**config.mk**
```make
export PLATFORM = sky130hd
export DESIGN_NAME = lbp_win_cell
export DESIGN_NICKNAME = d
export VERILOG_FILES = /design/src/rtl/assert_macros.svh /design/src/rtl/lbp_pkg.sv /design/src/rtl/lbp_win_cell.sv
export SDC_FILE = /design/constraint.sdc
export NUM_CORES = 1
export LEC_CHECK = 0
export BUFFER_PORTS_ARGS = -buffer_cell sky130_fd_sc_hd__buf_2
export CORE_ASPECT_RATIO = 0.7
export CORE_UTILIZATION = 44
export DETAILED_ROUTE_END_ITERATION = 8
export HOLD_SLACK_MARGIN = 0.08
export PLACE_DENSITY = 0.78
export SLEW_MARGIN = 20
export SYNTH_ARGS = -nofsm -noshare
export SYNTH_HDL_FRONTEND = slang
export SYNTH_SLANG_ARGS = --single-unit
export TNS_END_PERCENT = 1
```
**constraint.sdc**
```tcl
create_clock -name clk -period 1 [get_ports clk]
set_clock_uncertainty 0.05 [all_clocks]
set_input_delay 0.2 -clock clk [delete_from_list [all_inputs] [get_ports clk]]
set_output_delay 0.2 -clock clk [all_outputs]
set_load 0.05 [all_outputs]
```
**src/rtl/assert_macros.svh**
```systemverilog
// Assertion helpers for the RTL, included by lbp_3x3_operator.
`ifndef ASSERT_MACROS_SVH
`define ASSERT_MACROS_SVH

// Clocked check, masked while reset is asserted.
`define ASSERT_AR(lbl, clk, rst_n, prop, msg) \
    lbl: assert property (@(posedge clk) disable iff (!rst_n) prop) else $error(msg);

// Clocked check that also holds during reset.
`define ASSERT_ALWAYS(lbl, clk, prop, msg) \
    lbl: assert property (@(posedge clk) prop) else $error(msg);

`endif

```
**src/rtl/lbp_pkg.sv**
```systemverilog
`timescale 1ns / 1ps
`default_nettype none
package lbp_pkg;

    localparam int MAX_WIDTH    = 1024;
    localparam int HEIGHT_LIMIT = 4096;
    localparam int COL_W        = $clog2(MAX_WIDTH);
    localparam int ROW_W        = $clog2(HEIGHT_LIMIT);
    localparam int PIX_W        = 8;
    localparam int WIDTH_REG_W  = 11;
    localparam int HEIGHT_REG_W = 13;
    localparam int CFG_DATA_W   = 13;
    localparam int CFG_IDX_W    = 2;
    localparam int WIDTH_RESET  = 192;
    localparam int HEIGHT_RESET = 168;

    typedef logic [PIX_W-1:0]          pix_t;
    // one window column: [0] top, [1] middle, [2] bottom
    typedef logic [2:0][PIX_W-1:0]     pix_col_t;
    typedef logic [COL_W-1:0]          col_t;
    typedef logic [ROW_W-1:0]          row_t;

    typedef enum logic [CFG_IDX_W-1:0] {
        CFG_IMAGE_WIDTH  = 2'd0,
        CFG_IMAGE_HEIGHT = 2'd1
    } cfg_idx_t;

    // per-request pipeline tag
    typedef struct packed {
        logic valid;
        logic produce;
        logic frame_end;
    } lbp_tag_t;

    // last column index of a row, width clamped to 3..MAX_WIDTH
    function automatic col_t last_col(input logic [WIDTH_REG_W-1:0] w);
        logic [WIDTH_REG_W-1:0] t;
        if (w < WIDTH_REG_W'(3))
            t = WIDTH_REG_W'(3);
        else if (w > WIDTH_REG_W'(MAX_WIDTH))
            t = WIDTH_REG_W'(MAX_WIDTH);
        else
            t = w;
        return col_t'(t - WIDTH_REG_W'(1));
    endfunction

    // last row index of a frame, height clamped to 3..HEIGHT_LIMIT
    function automatic row_t last_row(input logic [HEIGHT_REG_W-1:0] h);
        logic [HEIGHT_REG_W-1:0] t;
        if (h < HEIGHT_REG_W'(3))
            t = HEIGHT_REG_W'(3);
        else if (h > HEIGHT_REG_W'(HEIGHT_LIMIT))
            t = HEIGHT_REG_W'(HEIGHT_LIMIT);
        else
            t = h;
        return row_t'(t - HEIGHT_REG_W'(1));
    endfunction

endpackage
`default_nettype wire

```
**src/rtl/lbp_win_cell.sv**
```systemverilog
`timescale 1ns / 1ps
`default_nettype none
module lbp_win_cell (
    input  wire logic              clk,
    input  wire logic              rst_n,
    input  wire logic              shift,
    input  wire lbp_pkg::pix_col_t col_in,
    output lbp_pkg::pix_col_t      col_q
);
    import lbp_pkg::*;

    pix_col_t col_reg;

    // hold one window column, take the neighbor's column on shift
    always_ff @(posedge clk or negedge rst_n)
    begin
        if (!rst_n)
        begin
            col_reg <= '0;
        end
        else if (shift)
        begin
            col_reg <= col_in;
        end
    end

    assign col_q = col_reg;

endmodule
`default_nettype wire
```
Word level (Yosys, flattened, before mapping)
Index checks and enable logic that the tools add are counted.

storage, ports and cells
  bits in registers = 24
  bits of input ports = 27
  output and inout bits = 24
  logic and storage cells = 3

Depth between registers and ports, before layout
Gate-level depths: netlist (run 1).

  depth in word-level cells = 0
  gate-level depth with buffers = 3

Least setup slack after synthesis (run 1)
Ideal clock, no wire load.

  path kind = register to register
  start = reg, netlist name col_q[0]
  end = reg col_reg, in the netlist col_q[0]
  arrival time = 869 ps
  slack = -44 ps
  stages on the path, launching flop included = 2
  period minus slack after synthesis = 1044 ps
  cell sequence = dfrtp_1 > mux2_4

RTL lines
  what                  RTL line            text
  to (signal assigned)  lbp_win_cell.sv:23  col_reg <= col_in;
  to (decl)             lbp_win_cell.sv:12  pix_col_t col_reg;

Worst setup path after layout (run 1)
  start = reg col_reg, in the netlist col_q[7]
  end = out col_q[7] (netlist name)

RTL lines
  what       RTL line           text
  to (decl)  lbp_win_cell.sv:8  output lbp_pkg::pix_col_t col_q

No word-level cell between the ends.

==> results of run 1 <==
synth_stat cells, drive strengths merged:
cell | count | share of area
dfrtp | 24 | 0.60
buf | 3 | 0.051
mux2 | 24 | 0.35
repair_timing:
item / 4_1_cts / 5_1_grt
setup buffers: 2 / 1
resized for setup: 48 / 0
hold buffers: 25 / 0
hold endpoints to repair: 48 / 0
endpoints found under the setup margin: 24 / 24
through the flow:
stage               setup slack [ps]  instances  power [mW]
floorplan                      -44.3         51        1.68
global placement               -31.3        132        1.85
detailed placement             -64.4        132        1.86
CTS                             -162        163        2.60
global route                    -209        164        2.71
finish                          -154        164        2.59
final timing paths:
path / depth (start not counted) / from / end
worst min-delay path: 2 / shift / col_q[23]$_DFFE_PN0P_
worst max register to register: 2 / col_q[6]$_DFFE_PN0P_ / col_q[6]$_DFFE_PN0P_
worst max-delay path: 1 / col_q[7]$_DFFE_PN0P_ / col_q[7]
worst min register to register: 1 / col_q[0]$_DFFE_PN0P_ / col_q[0]$_DFFE_PN0P_
min in group asynchronous: 2 / rst_n / col_q[22]$_DFFE_PN0P_
max in group asynchronous: 2 / rst_n / col_q[0]$_DFFE_PN0P_
metal layers:
| layer | routed length (um) | GRT usage |
|---|---|---|
| met3 | 68 | 0.0592 |
| met5 | 0 | 0 |
| met2 | 1210 | 0.355 |
| met1 | 936 | 0.244 |
| met4 | 0 | 0.0714 |
layout make-up:
class,instances,area [um^2]
repair buffers,80,713
flip-flops and latches,24,602
fillers,117,400
multi-input cells,24,345
well taps,32,40.0
clock buffers,4,36.3
cell families after synthesis:
group,after synthesis,synth area share
buf+inv,3,0.0514
flops,24,0.602
mux,24,0.346
power by group:
part	internal, mW	total, mW	leakage, nW	switching [mW]
clock network	0.223	0.507	0.0210	0.285
logic	0.446	0.943	0.565	0.497
registers	1.07	1.14	0.280	0.0759
==> results.txt, run 1 <==
* Fraction of the yosys area taken by sequential cells: 0.602
* Final GP Congestion: 0.674
- For this design the top-level I/O count stands at 51.
- Setup slack on the critical path of the routed design comes to -154 ps.
- Vias in the first global route: 784
- Number of buffers between clock root and the deepest sink: 2
- Commonest cells after routing, fill and taps aside: buf_2, dlygate4sd3_1, buf_6
- TritonCTS built the clock tree.
* Number of standard cells after synthesis: between 50 and 60
* Utilization of the core after routing: 0.813
* Die width: 58.9 um
- The HPWL after detailed placement is 1.19 mm.
- Cell Chain, Critical Path: buf_6
- Post-route cell area: 1740 um^2
* Count of cell types in the netlist: 5
* Slowest Stage Delay on Critical Path: 420 ps
* Mean instance size in the synthesized netlist: 19.6 um^2
- Summed over all layers, the global routing overflow is 0.
- Total GRT Usage: 0.206
- Layout area overhead: 74.2%
- Hold slack: 234 ps
* Site row count: 14
- The pre-antenna-repair detailed-routing pass consisted of 4 iterations.
* Pins over their slew limit: 0
* Total of max-cap violations: 0
- CP delay by family, top: flip-flops
- CP endpoint kind: output port
- Required time of the worst setup path: around 750 ps
* Vias post-DR: between 700 and 800
* Max-Slew Margin vs Limit: 0.659
- Summing all placed instances gives a cell area of 1280 um^2.
- Die Outline Area: 2460 um^2
- Critical-path maximum fanout: 2
- Clock period minus final worst setup slack: 1150 ps
* Final count of hold timing violations: 0
* Final number of setup-violating endpoints: 24
- Setup slack on the worst reg-to-reg path comes out at 30 ps.
- DRC errors left: 0
- Violated checks: negative setup slack
- The initial antenna violation count came to 0.
- Root buffer cell: clkbuf_4
- Setup repair after global routing could not meet its margin everywhere.
- The slowest stage of the critical path belongs to the cell dfrtp_1.
- The library cell used most frequently in the layout, excluding fill and tap cells, is buf_2.
- Slew at the pin closest to its max-slew limit: a little over 500 ps
* Final cycle utilization of the critical path: 1.15
- The synthesized design contains 24 register bits.
- Buffers placed on the I/O ports in this run total 50.
* CTS clk-pin slew, worst paths: 130 ps
* Worst endpoint data arrival time: 900 ps
* Post-Route Setup TNS: -3380 ps
* Power per cell area: 1490 nW/um^2
- Detailed router's first-iteration violation count: 7
* Worst skew pair latency: between 300 and 400 ps
* Max FFs per register: 24
- When the netlist entered floorplanning its net count stood at 78.
- Summed over all layers, the routed wires come to 2.21 mm.
* Core Box Area: 2140 um^2
- The clock net in this run drives a total of 24 sinks.
- Across the VDD grid, the largest voltage drop is ~1100 uV.
- Layout cells sized above 1: 0.636
- The run finished, with violations left.
* Number of diodes: 0
* Wire per inst: 13.5 um
* Top achievable clock speed: 867 MHz
- Number of nets at the end of the flow: 160
- Global-route wire length before repair: approximately 3.6 mm
- The analysis attributes to cell leakage a power of between 0.8 and 0.9 nW.
* Post-detailed-route via-to-cell ratio: around 4.3
- Critical path type: flop to output port
* Number of warnings reported in the yosys synthesis log: 0
- Effective utilization at floorplan: 0.467
- In this run the vertical extent of the chip is around 42 um.
- Counting both buffers and inverters, the worst setup path holds a total of 1.
- CTS built an H-tree with a depth of 1.
- Cell area after synthesis: 997 um^2
* Critical Path Source Type: flop
- Worst hold-check path type: input port to flop
* Number of CTS-inserted buffers: 3
- The detail route stage leaves a number of antenna-violating nets equal to 0.
- Entering global routing, the biggest net connects 25 pins.
(Power assumes the default switching activity.)
==> run 2, diff against run 1 <==
- CORE_MARGIN: default -> 4
- HOLD_SLACK_MARGIN: 0.08 -> default
==> results.txt, run 2 (synthesis results as in run 1) <==
- Power per cell area: 1740 nW/um^2 (+17%)
* Total GRT Usage: 0.146 (-0.0597)
- Cell Chain, Critical Path: buf_6
- The clock latency on the worst-skew pair came to 310 ps (about the same).
- CTS clk-pin slew, worst paths: 140 ps (about the same)
* Layout area overhead: 59.2%
- The fraction of final layout cells sized beyond drive strength 1 came to 0.797 (+0.160).
- Worst hold-check path type: input port to flop
* Max-Slew Margin vs Limit: 0.648 (-0.0109)
* Number of CTS-inserted buffers: 3 (unchanged)
- Die Outline Area: 3100 um^2 (+26%)
- Global-route wire length before repair: 3.31 mm (-9.1%)
- Post-place setup slack: -67.8 ps (-3.40 ps)
- The core utilization of the finished layout came to 0.737 (-0.0757).
* Total routed wirelength: 2.17 mm (-1.7%)
- Clock tree from TritonCTS: built
* Vias in the first global route: 690 (-12%)
- H-tree level count: 1 (unchanged)
- In this design, the largest share of critical-path delay is due to flip-flops.
- Root buffer cell: clkbuf_4
* Standby leakage power: 0.821 nW (-5.2%)
- Core Box Area: 2150 um^2 (+0.82%)
* Pin count of the biggest net entering global routing: 25 (unchanged)
* Max FFs per register: 24 (unchanged)
* Worst endpoint data arrival time: 920 ps (+20 ps)
- Count of port buffers added during placement: 50 (unchanged)
- The fraction of the cycle the final worst path needs is 1.17 (+0.0152).
- The checks that failed: negative setup slack.
* Total of max-cap violations: 0 (unchanged)
- IR drop worst, VDD: 1040 uV (-1.5%)
- Critical path type: flop to output port
- The minimum period implied by the final worst setup slack is 1170 ps (+15.2 ps).
- The slowest stage of the critical path is the dfrtp_1 cell.
- Critical Path Source Type: flop
- The routed via count came to 684 (-3.4%).
- The standard-cell row count is 14 (unchanged).
* Slew at the pin closest to its max-slew limit: 529 ps (+16.3 ps)
* Final GP Congestion: 0.671 (-0.36%)
- The peak per-stage delay on the critical path is 430 ps (about the same).
- Post-route antenna net violation count: 0 (unchanged)
* Number of detailed-route iterations in the first pass: 2 (-2)
- The initial antenna violation count came to 0 (unchanged).
* Required time of the worst setup path: 750 ps (about the same)
* CP endpoint kind: output port
- The residual DRC count came to 0 (unchanged).
- The effective utilization at floorplan is 0.463 (-0.00379).
* Num Clock Sinks: 24 (unchanged)
* Critical-path maximum fanout: 2 (unchanged)
* Commonest cells after routing, fill and taps aside: buf_2, buf_6, dfrtp_1
- Number of diodes: 0 (unchanged)
- Post-detailed-route via-to-cell ratio: 4.56 (+5.6%)
- Setup repair after global routing could not meet its margin everywhere.
- The deepest clock path buffer count was 2 (unchanged).
* Sequential cell area: 602 um^2 (unchanged)
* Die width: 64.9 um (+10%)
- Top achievable clock speed: 856 MHz (-1.3%)
- The final number of hold-violating endpoints was 0 (unchanged).
- The max-slew violation total from the final report was 0 (unchanged).
* Global route overflow: 0 (unchanged)
- The number of violations reported at the end of detailed-routing iteration 0 came to 12 (+5).
- Most common library cell in the layout ignoring fill and taps: buf_2
- The vertical extent of the die was 47.8 um (+14%).
- The buffers plus inverters on the worst setup path came to 1 (unchanged).
- The final setup slack of the worst path was -169 ps (-15.2 ps).
- The wire length per cell after detailed routing is 14.5 um (+7.5%).
* Result of the run: finished with violations
* Final number of setup-violating endpoints: 24 (unchanged)
- Count of fill cells added during filler insertion: 150 (+28%)
- The boundary pin count came to 51 (unchanged).
- The footprint of the multi-input gates is 345 um^2 (unchanged).
- The net total in the final layout was 146 (-8.8%).
-- run 2: cell types whose count changed in the layout (fill, tap and decap cells not counted) --
cell           change
clkbuf_8           -1
dlygate4sd3_1     -24
buf_4             +10
bufinv_16          +1
-- run 2: stage by stage --
step	std cells	TNS, ps	area, um^2	hold WS [ps]	total power, mW
floorplan	51	-994	998	-146	1.68
global placement	133	-551	1280	149	1.86
detailed placement	133	-1010	1280	156	1.87
CTS	150	-3690	1590	37.9	2.79
global route	150	-4710	1590	10.2	2.88
finish	150	-3460	1590	46.3	2.77
-- run 2: final cells by class --
cell class,count,area share
multi-input cells,24,0.217
repair buffers,66,0.345
flip-flops and latches,24,0.379
clock buffers,3,0.0142
well taps,32,0.0252
clock inverters,1,0.0189
-- run 2: repair_timing --
action                                 4_1_cts  5_1_grt
endpoints found under the hold margin       24        0
resized for setup                           48        0
buffers inserted                            12        0
setup endpoints to repair                   24       24
cloned                                       0        0
hold buffers                                 1        0
-- run 2: power breakdown --
| group | internal [mW] | switching [mW] | leakage [nW] | total, mW |
|---|---|---|---|---|
| Combinational | 0.430 | 0.499 | 0.513 | 0.929 |
| Sequential | 1.07 | 0.0751 | 0.280 | 1.14 |
| Clock | 0.405 | 0.293 | 0.0279 | 0.698 |
-- run 2: worst paths after layout --
kind                       slack [ps]  depth (start not counted)             startpoint               endpoint
max in group asynchronous         150                          2                  rst_n   col_q[0]$_DFFE_PN0P_
min reg2reg                       500                          1   col_q[7]$_DFFE_PN0P_   col_q[7]$_DFFE_PN0P_
max                              -170                          1   col_q[1]$_DFFE_PN0P_               col_q[1]
max reg2reg                        30                          2  col_q[10]$_DFFE_PN0P_  col_q[10]$_DFFE_PN0P_
min in group asynchronous         350                          2                  rst_n  col_q[21]$_DFFE_PN0P_
min                                50                          2              col_in[3]   col_q[3]$_DFFE_PN0P_
-- run 2: metal layers --
layer / vias up / part of all wire / global-route usage
met5: - / 0 / 0
met4: 0 / 0.0037 / 0.0504
met3: 2 / 0.055 / 0.0446
met2: 23 / 0.57 / 0.285
met1: 348 / 0.37 / 0.157
li1: 311 / - / -
